### config.mk
export PLATFORM = sky130hd
export DESIGN_NAME = two_axis_servo_command_flat
export DESIGN_NICKNAME = d
export VERILOG_FILES = /design/src/tasc_pkg.sv /design/src/tasc_cmd_if.sv /design/src/tasc_res_if.sv /design/src/tasc_cfg_if.sv /design/src/tasc_divider.sv /design/src/tasc_lane.sv /design/src/two_axis_servo_command.sv /design/src/flat_wrapper.sv
export SDC_FILE = /design/constraint.sdc
export NUM_CORES = 2
export LEC_CHECK = 0
export ABC_CLOCK_PERIOD_IN_PS = 4960
export BUFFER_PORTS_ARGS = -buffer_cell sky130_fd_sc_hd__buf_4
export CAP_MARGIN = 20
export CORE_ASPECT_RATIO = 0.5
export CORE_UTILIZATION = 45
export DETAILED_ROUTE_END_ITERATION = 12
export PLACE_DENSITY_LB_ADDON = 0.2
export SLEW_MARGIN = 20
export SYNTH_ARGS = -nofsm -noshare
export SYNTH_HDL_FRONTEND = slang
export SYNTH_HIERARCHICAL = 1
export SYNTH_SLANG_ARGS = --single-unit
### constraint.sdc
create_clock -name i_clk -period 4.96 [get_ports i_clk]
set_input_delay 1.488 -clock i_clk [delete_from_list [all_inputs] [get_ports i_clk]]
set_output_delay 1.488 -clock i_clk [all_outputs]
set_load 0.03 [all_outputs]
### src/tasc_pkg.sv
// Shared types and constants for the two-axis servo command generator.
// No dependencies; used by the interfaces, the lane and the top level.
package tasc_pkg;

    // Fixed field widths
    localparam int ANG_W      = 14;
    localparam int POS_W      = 8;
    localparam int SRV_W      = 2 * POS_W;
    localparam int ENC_W      = 2 * ANG_W;
    localparam int CFG_IDX_W  = 3;
    localparam int CFG_DATA_W = ENC_W;
    localparam int TICK_W     = 8;

    // Mapping arithmetic widths
    localparam int DIFF_W = ANG_W + 1;          // signed angle offset
    localparam int SPAN_W = POS_W + 1;          // signed servo span
    localparam int PROD_W = DIFF_W + SPAN_W;    // signed product
    localparam int NUM_W  = ANG_W + POS_W;      // product magnitude
    localparam int DEN_W  = ANG_W;              // encoder span magnitude

    // Configuration register indexes
    localparam logic [CFG_IDX_W-1:0] CFG_CALIBRATED  = 3'd0;
    localparam logic [CFG_IDX_W-1:0] CFG_AX1_SERVO   = 3'd1;
    localparam logic [CFG_IDX_W-1:0] CFG_AX1_ENCODER = 3'd2;
    localparam logic [CFG_IDX_W-1:0] CFG_AX2_SERVO   = 3'd3;
    localparam logic [CFG_IDX_W-1:0] CFG_AX2_ENCODER = 3'd4;
    localparam logic [CFG_IDX_W-1:0] CFG_PERIOD      = 3'd5;

    // Configuration reset values
    localparam logic [SRV_W-1:0]  SERVO_BOUNDS_RST   = 16'hB400;
    localparam logic [ENC_W-1:0]  ENCODER_BOUNDS_RST = 28'hFFFC000;
    localparam logic [TICK_W-1:0] PERIOD_RST         = 8'd20;
    localparam logic [TICK_W-1:0] TICKS_MAX          = 8'hFF;

    // Item kinds
    localparam logic KIND_TICK = 1'b0;
    localparam logic KIND_LOAD = 1'b1;

    // Result from one axis lane
    typedef struct packed {
        logic             done;
        logic [POS_W-1:0] pos;
    } t_lane_out;

endpackage

### src/tasc_cmd_if.sv
// Command channel: one tick or one direct target load per item.
// Depends on tasc_pkg for field widths.
interface tasc_cmd_if;
    logic                      valid;
    logic                      ready;
    logic                      kind;
    logic                      follow_mode;
    logic                      axis1_up;
    logic                      axis1_down;
    logic                      axis2_up;
    logic                      axis2_down;
    logic [tasc_pkg::ANG_W-1:0] axis1_angle;
    logic [tasc_pkg::ANG_W-1:0] axis2_angle;
    logic [tasc_pkg::POS_W-1:0] axis1_load_value;
    logic [tasc_pkg::POS_W-1:0] axis2_load_value;

    modport source (
        output valid, kind, follow_mode, axis1_up, axis1_down, axis2_up, axis2_down,
               axis1_angle, axis2_angle, axis1_load_value, axis2_load_value,
        input  ready
    );
    modport sink (
        input  valid, kind, follow_mode, axis1_up, axis1_down, axis2_up, axis2_down,
               axis1_angle, axis2_angle, axis1_load_value, axis2_load_value,
        output ready
    );
endinterface

### src/tasc_res_if.sv
// Result channel: commanded positions of both axes.
// Depends on tasc_pkg for field widths.
interface tasc_res_if;
    logic                      valid;
    logic                      ready;
    logic [tasc_pkg::POS_W-1:0] axis1_position;
    logic [tasc_pkg::POS_W-1:0] axis2_position;
    logic                      from_follow;

    modport source (
        output valid, axis1_position, axis2_position, from_follow,
        input  ready
    );
    modport sink (
        input  valid, axis1_position, axis2_position, from_follow,
        output ready
    );
endinterface

### src/tasc_cfg_if.sv
// Configuration write channel: register index and write data.
// Depends on tasc_pkg for field widths.
interface tasc_cfg_if;
    logic                           valid;
    logic                           ready;
    logic [tasc_pkg::CFG_IDX_W-1:0]  index;
    logic [tasc_pkg::CFG_DATA_W-1:0] data;

    modport source (output valid, index, data, input ready);
    modport sink   (input valid, index, data, output ready);
endinterface

### src/tasc_divider.sv
// Unsigned restoring divider, one quotient bit per cycle.
// No package dependency; widths come from parameters.
module tasc_divider #(
    parameter int N_W = 22,
    parameter int D_W = 14
) (
    input  logic           i_clk,
    input  logic           i_rst_n,
    input  logic           i_start,
    input  logic [N_W-1:0] i_num,
    input  logic [D_W-1:0] i_den,
    output logic           o_done,
    output logic [N_W-1:0] o_quot
);
    localparam int CNT_W = (N_W > 1) ? $clog2(N_W) : 1;
    localparam logic [CNT_W-1:0] LAST = CNT_W'(N_W - 1);

    logic             r_busy;
    logic             r_done;
    logic [CNT_W-1:0] r_cnt;
    logic [D_W-1:0]   r_rem;
    logic [N_W-1:0]   r_quo;
    logic [D_W-1:0]   r_den;

    logic [D_W:0]     w_trial;
    logic             w_fit;
    logic [D_W:0]     w_diff;

    // One trial subtraction per cycle
    assign w_trial = {r_rem, r_quo[N_W-1]};
    assign w_fit   = (w_trial >= {1'b0, r_den});
    assign w_diff  = w_trial - {1'b0, r_den};

    always_ff @(posedge i_clk) begin
        if (!i_rst_n) begin
            r_busy <= 1'b0;
            r_done <= 1'b0;
            r_cnt  <= '0;
        end else begin
            r_done <= 1'b0;
            if (i_start) begin
                r_busy <= 1'b1;
                r_cnt  <= '0;
            end else if (r_busy) begin
                r_cnt <= r_cnt + 1'b1;
                if (r_cnt == LAST) begin
                    r_busy <= 1'b0;
                    r_done <= 1'b1;
                end
            end
        end
    end

    // Datapath: numerator shifts out the top, quotient bits shift in at the bottom
    always_ff @(posedge i_clk) begin
        if (i_start) begin
            r_rem <= '0;
            r_quo <= i_num;
            r_den <= i_den;
        end else if (r_busy) begin
            r_rem <= w_fit ? w_diff[D_W-1:0] : w_trial[D_W-1:0];
            r_quo <= {r_quo[N_W-2:0], w_fit};
        end
    end

    assign o_done = r_done;
    assign o_quot = r_quo;
endmodule

### src/tasc_lane.sv
// One axis lane: maps an encoder angle onto the servo span with a clamped quotient.
// Depends on tasc_pkg and tasc_divider.
module tasc_lane (
    input  logic                          i_clk,
    input  logic                          i_rst_n,
    input  logic                          i_start,
    input  logic [tasc_pkg::ANG_W-1:0]    i_angle,
    input  logic [tasc_pkg::SRV_W-1:0]    i_servo_bounds,
    input  logic [tasc_pkg::ENC_W-1:0]    i_enc_bounds,
    output tasc_pkg::t_lane_out           o_lane
);
    localparam int ANG_W  = tasc_pkg::ANG_W;
    localparam int POS_W  = tasc_pkg::POS_W;
    localparam int DIFF_W = tasc_pkg::DIFF_W;
    localparam int SPAN_W = tasc_pkg::SPAN_W;
    localparam int PROD_W = tasc_pkg::PROD_W;
    localparam int NUM_W  = tasc_pkg::NUM_W;
    localparam int DEN_W  = tasc_pkg::DEN_W;

    typedef enum logic [3:0] {
        L_IDLE = 4'b0001,
        L_MUL  = 4'b0010,
        L_SGN  = 4'b0100,
        L_DIV  = 4'b1000
    } t_lstate;

    t_lstate r_state, n_state;

    logic signed [DIFF_W-1:0] r_diff;
    logic signed [SPAN_W-1:0] r_span;
    logic signed [DIFF_W-1:0] r_espan;
    logic [POS_W-1:0]         r_smin;
    logic [POS_W-1:0]         r_smax;
    logic signed [PROD_W-1:0] r_prod;
    logic                     r_neg;
    logic                     r_empty;
    logic                     r_done;
    logic [POS_W-1:0]         r_pos;

    logic [POS_W-1:0]         w_smin;
    logic [POS_W-1:0]         w_smax;
    logic [ANG_W-1:0]         w_emin;
    logic [ANG_W-1:0]         w_emax;
    logic signed [PROD_W-1:0] w_prod;
    logic [PROD_W-1:0]        w_pmag;
    logic [DIFF_W-1:0]        w_emag;
    logic                     w_start_div;
    logic                     w_div_done;
    logic [NUM_W-1:0]         w_quot;
    logic [POS_W-1:0]         w_pos;

    assign w_smin = i_servo_bounds[POS_W-1:0];
    assign w_smax = i_servo_bounds[2*POS_W-1:POS_W];
    assign w_emin = i_enc_bounds[ANG_W-1:0];
    assign w_emax = i_enc_bounds[2*ANG_W-1:ANG_W];

    // Signed product, registered before the divider
    assign w_prod = r_diff * r_span;

    // Magnitudes for the unsigned divider
    assign w_pmag      = r_prod[PROD_W-1] ? (-r_prod) : r_prod;
    assign w_emag      = r_espan[DIFF_W-1] ? (-r_espan) : r_espan;
    assign w_start_div = (r_state == L_SGN);

    tasc_divider #(
        .N_W (NUM_W),
        .D_W (DEN_W)
    ) u_div (
        .i_clk   (i_clk),
        .i_rst_n (i_rst_n),
        .i_start (w_start_div),
        .i_num   (w_pmag[NUM_W-1:0]),
        .i_den   (w_emag[DEN_W-1:0]),
        .o_done  (w_div_done),
        .o_quot  (w_quot)
    );

    // Clamp: an empty span or a negative quotient gives the minimum, beyond the span gives the maximum
    always_comb begin
        if (r_empty || r_neg) begin
            w_pos = r_smin;
        end else if (w_quot > NUM_W'(r_span[POS_W-1:0])) begin
            w_pos = r_smax;
        end else begin
            w_pos = r_smin + w_quot[POS_W-1:0];
        end
    end

    always_comb begin
        n_state = r_state;
        unique case (r_state)
            L_IDLE:  if (i_start) n_state = L_MUL;
            L_MUL:   n_state = L_SGN;
            L_SGN:   n_state = L_DIV;
            L_DIV:   if (w_div_done) n_state = L_IDLE;
            default: n_state = L_IDLE;
        endcase
    end

    always_ff @(posedge i_clk) begin
        if (!i_rst_n) begin
            r_state <= L_IDLE;
            r_done  <= 1'b0;
        end else begin
            r_state <= n_state;
            r_done  <= (r_state == L_DIV) && w_div_done;
        end
    end

    // Operand capture, product and sign, final position
    always_ff @(posedge i_clk) begin
        if (r_state == L_IDLE && i_start) begin
            r_diff  <= $signed({1'b0, i_angle}) - $signed({1'b0, w_emin});
            r_span  <= $signed({1'b0, w_smax}) - $signed({1'b0, w_smin});
            r_espan <= $signed({1'b0, w_emax}) - $signed({1'b0, w_emin});
            r_smin  <= w_smin;
            r_smax  <= w_smax;
        end
        if (r_state == L_MUL) begin
            r_prod  <= w_prod;
            r_empty <= (r_span[SPAN_W-1] || r_span == '0 || r_espan == '0);
        end
        if (r_state == L_SGN) begin
            r_neg <= (r_prod != '0) && (r_prod[PROD_W-1] ^ r_espan[DIFF_W-1]);
        end
        if (r_state == L_DIV && w_div_done) begin
            r_pos <= w_pos;
        end
    end

    assign o_lane.done = r_done;
    assign o_lane.pos  = r_pos;
endmodule

### src/two_axis_servo_command.sv
// Two-axis servo command generator: follow ticks use two mapping lanes, manual ticks jog.
// Follow ticks pass S_MAP (both lanes) and S_EMIT, manual moves go straight to S_EMIT; a load
// gives no result. Throughput: one item at a time; the input stays busy through S_MAP, set
// by the one-bit-per-cycle divider in each lane (22 steps), and until S_EMIT has moved the
// result into the output register under back-pressure; a load or other tick leaves it ready.
// Reset (synchronous, active low): targets to the initial position, tick count saturated,
// configuration registers to their defaults, result register empty.
module two_axis_servo_command #(
    parameter int MIN_POSITION     = 0,
    parameter int MAX_POSITION     = 180,
    parameter int INITIAL_POSITION = 90
) (
    input  logic       i_clk,
    input  logic       i_rst_n,
    tasc_cmd_if.sink   i_cmd,
    tasc_res_if.source o_res,
    tasc_cfg_if.sink   i_cfg
);
    localparam int POS_W  = tasc_pkg::POS_W;
    localparam int TICK_W = tasc_pkg::TICK_W;
    localparam logic [POS_W-1:0] POS_MIN  = POS_W'(MIN_POSITION);
    localparam logic [POS_W-1:0] POS_MAX  = POS_W'(MAX_POSITION);
    localparam logic [POS_W-1:0] POS_INIT = POS_W'(INITIAL_POSITION);

    typedef enum logic [2:0] {
        S_IDLE = 3'b001,
        S_MAP  = 3'b010,
        S_EMIT = 3'b100
    } t_state;

    t_state r_state, n_state;

    // Configuration registers
    logic                         r_calibrated;
    logic [tasc_pkg::SRV_W-1:0]   r_ax1_servo;
    logic [tasc_pkg::ENC_W-1:0]   r_ax1_enc;
    logic [tasc_pkg::SRV_W-1:0]   r_ax2_servo;
    logic [tasc_pkg::ENC_W-1:0]   r_ax2_enc;
    logic [TICK_W-1:0]            r_period;

    // Block state
    logic [POS_W-1:0]  r_tgt1, n_tgt1;
    logic [POS_W-1:0]  r_tgt2, n_tgt2;
    logic [TICK_W-1:0] r_ticks, n_ticks;

    // Pending result and output register
    logic [POS_W-1:0] r_pend1, n_pend1;
    logic [POS_W-1:0] r_pend2, n_pend2;
    logic             r_pend_follow, n_pend_follow;
    logic             r_out_valid;
    logic [POS_W-1:0] r_out1;
    logic [POS_W-1:0] r_out2;
    logic             r_out_follow;

    logic                w_accept;
    logic                w_start;
    logic                w_emit;
    logic [TICK_W-1:0]   w_ticks_inc;
    logic [POS_W-1:0]    w_jog1;
    logic [POS_W-1:0]    w_jog2;
    tasc_pkg::t_lane_out w_lane1;
    tasc_pkg::t_lane_out w_lane2;

    function automatic logic [POS_W-1:0] jog_step(
        input logic [POS_W-1:0] tgt,
        input logic             up,
        input logic             down,
        input logic [POS_W-1:0] lo,
        input logic [POS_W-1:0] hi
    );
        logic [POS_W-1:0] t;
        t = tgt;
        if (down && t > lo) t = t - 1'b1;
        if (up && t < hi)   t = t + 1'b1;
        return t;
    endfunction

    assign i_cmd.ready = (r_state == S_IDLE);
    assign i_cfg.ready = 1'b1;
    assign w_accept    = i_cmd.valid && i_cmd.ready;
    assign w_start     = w_accept && (i_cmd.kind == tasc_pkg::KIND_TICK)
                         && i_cmd.follow_mode && r_calibrated;
    assign w_emit      = (r_state == S_EMIT) && (!r_out_valid || o_res.ready);

    assign w_ticks_inc = (r_ticks == tasc_pkg::TICKS_MAX) ? r_ticks : r_ticks + 1'b1;
    assign w_jog1 = jog_step(r_tgt1, i_cmd.axis1_up, i_cmd.axis1_down, POS_MIN, POS_MAX);
    assign w_jog2 = jog_step(r_tgt2, i_cmd.axis2_up, i_cmd.axis2_down, POS_MIN, POS_MAX);

    // Axis lanes
    tasc_lane u_lane1 (
        .i_clk          (i_clk),
        .i_rst_n        (i_rst_n),
        .i_start        (w_start),
        .i_angle        (i_cmd.axis1_angle),
        .i_servo_bounds (r_ax1_servo),
        .i_enc_bounds   (r_ax1_enc),
        .o_lane         (w_lane1)
    );

    tasc_lane u_lane2 (
        .i_clk          (i_clk),
        .i_rst_n        (i_rst_n),
        .i_start        (w_start),
        .i_angle        (i_cmd.axis2_angle),
        .i_servo_bounds (r_ax2_servo),
        .i_enc_bounds   (r_ax2_enc),
        .o_lane         (w_lane2)
    );

    // Item handling and lane merge
    always_comb begin
        n_state       = r_state;
        n_tgt1        = r_tgt1;
        n_tgt2        = r_tgt2;
        n_ticks       = r_ticks;
        n_pend1       = r_pend1;
        n_pend2       = r_pend2;
        n_pend_follow = r_pend_follow;
        unique case (r_state)
            S_IDLE: begin
                if (w_accept) begin
                    if (i_cmd.kind == tasc_pkg::KIND_LOAD) begin
                        n_tgt1 = i_cmd.axis1_load_value;
                        n_tgt2 = i_cmd.axis2_load_value;
                    end else begin
                        n_ticks = w_ticks_inc;
                        if (w_start) begin
                            n_state = S_MAP;
                        end else if (w_ticks_inc >= r_period) begin
                            n_ticks       = '0;
                            n_tgt1        = w_jog1;
                            n_tgt2        = w_jog2;
                            n_pend1       = w_jog1;
                            n_pend2       = w_jog2;
                            n_pend_follow = 1'b0;
                            n_state       = S_EMIT;
                        end
                    end
                end
            end
            S_MAP: begin
                if (w_lane1.done && w_lane2.done) begin
                    n_tgt1        = w_lane1.pos;
                    n_tgt2        = w_lane2.pos;
                    n_pend1       = w_lane1.pos;
                    n_pend2       = w_lane2.pos;
                    n_pend_follow = 1'b1;
                    n_state       = S_EMIT;
                end
            end
            S_EMIT: begin
                if (w_emit) n_state = S_IDLE;
            end
            default: n_state = S_IDLE;
        endcase
    end

    always_ff @(posedge i_clk) begin
        if (!i_rst_n) begin
            r_state     <= S_IDLE;
            r_tgt1      <= POS_INIT;
            r_tgt2      <= POS_INIT;
            r_ticks     <= tasc_pkg::TICKS_MAX;
            r_out_valid <= 1'b0;
        end else begin
            r_state <= n_state;
            r_tgt1  <= n_tgt1;
            r_tgt2  <= n_tgt2;
            r_ticks <= n_ticks;
            if (w_emit) begin
                r_out_valid <= 1'b1;
            end else if (o_res.ready) begin
                r_out_valid <= 1'b0;
            end
        end
    end

    // Payload registers
    always_ff @(posedge i_clk) begin
        r_pend1       <= n_pend1;
        r_pend2       <= n_pend2;
        r_pend_follow <= n_pend_follow;
        if (w_emit) begin
            r_out1       <= r_pend1;
            r_out2       <= r_pend2;
            r_out_follow <= r_pend_follow;
        end
    end

    // Configuration register decode
    always_ff @(posedge i_clk) begin
        if (!i_rst_n) begin
            r_calibrated <= 1'b0;
            r_ax1_servo  <= tasc_pkg::SERVO_BOUNDS_RST;
            r_ax1_enc    <= tasc_pkg::ENCODER_BOUNDS_RST;
            r_ax2_servo  <= tasc_pkg::SERVO_BOUNDS_RST;
            r_ax2_enc    <= tasc_pkg::ENCODER_BOUNDS_RST;
            r_period     <= tasc_pkg::PERIOD_RST;
        end else if (i_cfg.valid && i_cfg.ready) begin
            unique case (i_cfg.index)
                tasc_pkg::CFG_CALIBRATED:  r_calibrated <= i_cfg.data[0];
                tasc_pkg::CFG_AX1_SERVO:   r_ax1_servo  <= i_cfg.data[tasc_pkg::SRV_W-1:0];
                tasc_pkg::CFG_AX1_ENCODER: r_ax1_enc    <= i_cfg.data[tasc_pkg::ENC_W-1:0];
                tasc_pkg::CFG_AX2_SERVO:   r_ax2_servo  <= i_cfg.data[tasc_pkg::SRV_W-1:0];
                tasc_pkg::CFG_AX2_ENCODER: r_ax2_enc    <= i_cfg.data[tasc_pkg::ENC_W-1:0];
                tasc_pkg::CFG_PERIOD:      r_period     <= i_cfg.data[TICK_W-1:0];
                default: ;
            endcase
        end
    end

    assign o_res.valid          = r_out_valid;
    assign o_res.axis1_position = r_out1;
    assign o_res.axis2_position = r_out2;
    assign o_res.from_follow    = r_out_follow;
endmodule

### src/flat_wrapper.sv
// flat-port wrapper written by rule: the top's interface ports become plain ports
module two_axis_servo_command_flat 
#(
    parameter int MIN_POSITION     = 0,
    parameter int MAX_POSITION     = 180,
    parameter int INITIAL_POSITION = 90
)
  (i_clk, i_rst_n, i_cmd_valid, i_cmd_kind, i_cmd_follow_mode, i_cmd_axis1_up, i_cmd_axis1_down, i_cmd_axis2_up, i_cmd_axis2_down, i_cmd_axis1_angle, i_cmd_axis2_angle, i_cmd_axis1_load_value, i_cmd_axis2_load_value, i_cmd_ready, o_res_valid, o_res_axis1_position, o_res_axis2_position, o_res_from_follow, o_res_ready, i_cfg_valid, i_cfg_index, i_cfg_data, i_cfg_ready);
  tasc_cmd_if i_cmd_i ();
  tasc_res_if o_res_i ();
  tasc_cfg_if i_cfg_i ();
  input  logic i_clk;
  input  logic i_rst_n;
  input wire logic [$bits(i_cmd_i.valid)-1:0] i_cmd_valid;
  input wire logic [$bits(i_cmd_i.kind)-1:0] i_cmd_kind;
  input wire logic [$bits(i_cmd_i.follow_mode)-1:0] i_cmd_follow_mode;
  input wire logic [$bits(i_cmd_i.axis1_up)-1:0] i_cmd_axis1_up;
  input wire logic [$bits(i_cmd_i.axis1_down)-1:0] i_cmd_axis1_down;
  input wire logic [$bits(i_cmd_i.axis2_up)-1:0] i_cmd_axis2_up;
  input wire logic [$bits(i_cmd_i.axis2_down)-1:0] i_cmd_axis2_down;
  input wire logic [$bits(i_cmd_i.axis1_angle)-1:0] i_cmd_axis1_angle;
  input wire logic [$bits(i_cmd_i.axis2_angle)-1:0] i_cmd_axis2_angle;
  input wire logic [$bits(i_cmd_i.axis1_load_value)-1:0] i_cmd_axis1_load_value;
  input wire logic [$bits(i_cmd_i.axis2_load_value)-1:0] i_cmd_axis2_load_value;
  output wire logic [$bits(i_cmd_i.ready)-1:0] i_cmd_ready;
  output wire logic [$bits(o_res_i.valid)-1:0] o_res_valid;
  output wire logic [$bits(o_res_i.axis1_position)-1:0] o_res_axis1_position;
  output wire logic [$bits(o_res_i.axis2_position)-1:0] o_res_axis2_position;
  output wire logic [$bits(o_res_i.from_follow)-1:0] o_res_from_follow;
  input wire logic [$bits(o_res_i.ready)-1:0] o_res_ready;
  input wire logic [$bits(i_cfg_i.valid)-1:0] i_cfg_valid;
  input wire logic [$bits(i_cfg_i.index)-1:0] i_cfg_index;
  input wire logic [$bits(i_cfg_i.data)-1:0] i_cfg_data;
  output wire logic [$bits(i_cfg_i.ready)-1:0] i_cfg_ready;
  assign i_cmd_i.valid = i_cmd_valid;
  assign i_cmd_i.kind = i_cmd_kind;
  assign i_cmd_i.follow_mode = i_cmd_follow_mode;
  assign i_cmd_i.axis1_up = i_cmd_axis1_up;
  assign i_cmd_i.axis1_down = i_cmd_axis1_down;
  assign i_cmd_i.axis2_up = i_cmd_axis2_up;
  assign i_cmd_i.axis2_down = i_cmd_axis2_down;
  assign i_cmd_i.axis1_angle = i_cmd_axis1_angle;
  assign i_cmd_i.axis2_angle = i_cmd_axis2_angle;
  assign i_cmd_i.axis1_load_value = i_cmd_axis1_load_value;
  assign i_cmd_i.axis2_load_value = i_cmd_axis2_load_value;
  assign i_cmd_ready = i_cmd_i.ready;
  assign o_res_valid = o_res_i.valid;
  assign o_res_axis1_position = o_res_i.axis1_position;
  assign o_res_axis2_position = o_res_i.axis2_position;
  assign o_res_from_follow = o_res_i.from_follow;
  assign o_res_i.ready = o_res_ready;
  assign i_cfg_i.valid = i_cfg_valid;
  assign i_cfg_i.index = i_cfg_index;
  assign i_cfg_i.data = i_cfg_data;
  assign i_cfg_ready = i_cfg_i.ready;
  two_axis_servo_command #(.MIN_POSITION(MIN_POSITION), .MAX_POSITION(MAX_POSITION), .INITIAL_POSITION(INITIAL_POSITION)) u_core (.i_clk(i_clk), .i_rst_n(i_rst_n), .i_cmd(i_cmd_i), .o_res(o_res_i), .i_cfg(i_cfg_i));
endmodule
==> metrics.txt <==
Mapped Avg Cell Area 9.702 µm²; largest stage delay on the critical path 560 ps; Tightest Hold Check Type flop to flop; Final setup violation count 2; clk_lat worst skew 590 ps; warnings from Yosys 6; DRT Pass-1 Iters 5; Post-Syn Area 34,490 µm²; n_diodes 0; Core ar. 75,510 µm²; first-pass GRT wire length 139.2 mm; Routed WL 87.10 mm; vias in the first global route 26,050; max frequency 0.2009 GHz; CP Launch Type flop; dpl cells 4,733; TritonCTS Buffers 45; Area Overhead vs Synth 16.75%; Seq cells post-synth 461; initial antenna violation count 0; Worst-path clk slew 70 ps; CP max-delay cell fa_1; total of max-cap violations 0; die footprint 77,820 µm²; H-tree lvl count 2; die width 393.5 µm; buffers added on ports 104; Synth top area share 24.73%; Worst Tran Pin Value 1111 ps; routed vias/inst 5.384; total grt overflow 0; crit path max fanout 5; worst reg2reg path startpoint u_core/u_lane2/r_diff[8]; hold buffer count at CTS 0; syn nets 4,130; First DRT Iteration DRCs 1,796; Hold Path Origin u_core/r_pend2[3]; Tmin final 4979 ps; worst vdd rail ir drop 0.0002130 V; total power 9.697 mW; most used cell, CP fa_1; Worst Reg-to-Reg Cells 15; Core Rows 71; DP HPWL 65.97 mm; sequential-to-total area share from yosys stat 35.00%; cell family with most CP delay adder cells; most common cell after layout, fill and taps aside nand2_1; failing checks setup timing; Final Hold Vio Count 0; CP Cell Sequence nand2_2, fa_1, inv_1, fa_1, fa_1, fa_1, fa_1, ha_4, a211oi_2, o21bai_1, a21oi_2, o311ai_4, a41oi_2, nor2b_1, o32a_1; DRT antenna net count 0; arrival time worst endpoint 5300 ps; non-filler instance count after layout 4,873; fin crit share 100.4%; Worst Setup Path Type flop to flop; largest net degree at the start of global routing 56; Ports 106; leak pwr 16.47 nW; PwrDens 240.8 nW/µm²; DRC 0; CTS tree built; largest area contributor in the netlist edfxtp_1; Syn Inst Count 3,555; CP endpoint kind flop; vias 26,240; Final GP Congestion 0.8975; Async SR Flop Fraction 0%; slew margin rel. 25.27%; library cells used by synthesis 106; routed len/inst 17.87 µm; Crit path depth 15; root buffer selected by CTS clkbuf_16; Post-synth EDFFs 284; share of layout cells above drive strength 1 17.50%; RR Endpoint u_core/u_lane2/r_prod[23]; Overall Global Routing Usage 22.31%; Area contributors post-synth edfxtp_1, fa_1, dfxtp_1; Buf/Inv on CP 1; final worst setup slack -18.76 ps; CP required 5280 ps; Post-layout nets 4,392; Worst Hold Path EP u_core/o_res.axis2_position[3]; outcome finished, violations left; Primary FF master, synth edfxtp_1; clock sink count 461; clk_skew 25.63 ps; Max Root-Sink Buffers 3; RSZ-0062 raised after global routing yes; Reg2Reg Setup Slack -20 ps; most frequent cells in the layout nand2_1, inv_1, buf_4; depth of the worst hold-timing path 0; Final Max Slew Viols 0; height of the die 197.8 µm; initial core utilization 45.68%
==> worst max-delay path by stage <==
stage | slack [ps] | to | start
floorplan | -20 | u_core/u_lane2/r_prod[23] | u_core/u_lane2/r_span[2]
global placement | -150 | u_core/u_lane1/r_prod[23] | u_core/u_lane1/r_span[7]
detailed placement | -230 | u_core/u_lane2/r_prod[23] | u_core/u_lane2/r_span[1]
CTS | -20 | u_core/u_lane2/r_prod[23] | u_core/u_lane2/r_diff[2]
global route | -150 | u_core/u_lane1/r_prod[23] | u_core/u_lane1/r_span[4]
finish | -20 | u_core/u_lane2/r_prod[23] | u_core/u_lane2/r_diff[8]
==> power breakdown <==
group          internal, mW  switching [mW]
logic                 0.771            1.05
registers              4.25           0.157
clock network          1.91            1.55
==> worst reg2reg max path, stage by stage, from the launching register on <==
cell and delay, ps:
edfxtp_1 500, nand2_2 110, fa_1 550, inv_1 50
fa_1 460, fa_1 560, fa_1 440, fa_1 520
ha_4 200, a211oi_2 220, o21bai_1 110, a21oi_2 250
o311ai_4 150, a41oi_2 200, nor2b_1 60, o32a_1 320
==> final cells by class <==
type | count | area (µm²)
multi-input cells | 2612 | 21440
inverters | 357 | 1340
clock buffers | 53 | 1207
repair buffers | 340 | 2688
clock inverters | 28 | 246.5
flip-flops and latches | 461 | 12070
well taps | 1022 | 1279
fillers | 6832 | 35240
==> registers in the layout, indices dropped and copies added, names as in the netlist, 15 cells and up <==
| register | cells |
|---|---|
| u_core/u_lane2/r_espan | 15 |
| u_core/r_ax2_enc | 28 |
| u_core/r_ax1_servo | 16 |
| u_core/u_lane1/r_prod | 24 |
| u_core/r_ax2_servo | 16 |
| u_core/u_lane1/u_div/o_quot | 22 |
| u_core/r_ax1_enc | 28 |
| u_core/u_lane1/r_diff | 15 |
| u_core/u_lane1/r_espan | 15 |
| u_core/u_lane2/u_div/o_quot | 22 |
| u_core/u_lane2/r_diff | 15 |
| u_core/u_lane2/r_prod | 24 |
==> Yosys cell counts (14+ instances only) <==
master,number
edfxtp_1,284
a31oi_1,24
or3_1,25
clkbuf_1,106
nand2_1,473
and3_1,20
o41ai_1,16
mux2_2,45
nand2b_1,34
nor2_1,193
xnor2_1,160
a211oi_1,22
o31ai_1,31
a21o_1,38
fa_1,234
nand4_1,24
xor2_1,55
inv_1,355
o21ai_0,136
o211ai_1,24
and2_1,139
ha_1,255
dfxtp_1,177
nand3_1,82
nor2b_1,31
o21a_1,42
a21oi_1,212
nor4_1,15
mux2i_1,18
or2_2,14
nor3_1,44
==> metrics by stage <==
stage | hold WS, ps | utilization, % | setup TNS [ps] | instance area, µm² | setup WS, ps
2_1_floorplan | 400.3 | - | -21.22 | 34590 | -21.22
3_3_place_gp | 400.4 | 49.70 | -653.3 | 37530 | -149.8
3_5_place_dp | 404.5 | 49.70 | -1080 | 37530 | -233.6
4_1_cts | 420.6 | 52.30 | -23.53 | 39490 | -23.53
5_1_grt | 424.2 | 53.33 | -878.6 | 40270 | -149.8
6_report | 420.4 | 53.33 | -20.96 | 40270 | -18.76
==> routing by layer <==
layer  global-route usage (%)  share of wire (%)  wire (µm)  vias up
met3                    2.428                4.0       3442      114
met4                    5.174                2.0       1783        0
met1                    31.33                 47      41220    12840
met2                    37.11                 47      40660      499
li1                         -                  -          -    12790
met5                        0                  0          0        -
==> logic make-up (layout without fill, tap and decap cells) <==
family,after synthesis,after routing,synth area share [%]
and+or+nand+nor,1164,1164,16.38
AOI/OAI and AO/OA,677,677,12.81
buffers and inverters,482,778,5.387
other,1,1,0.01087
xor gates and xnor gates,215,215,5.460
adders and majority gates,489,489,22.83
muxes,66,66,2.119
DFF,461,461,35.00
==> timing repair <==
action	4_1_cts	5_1_grt
cloned	2	0
buffers inserted	34	25
setup endpoints to repair	14	19
pin swaps	46	117
resized for setup	49	125
No activity file was read; power rests on OpenSTA's default activity.
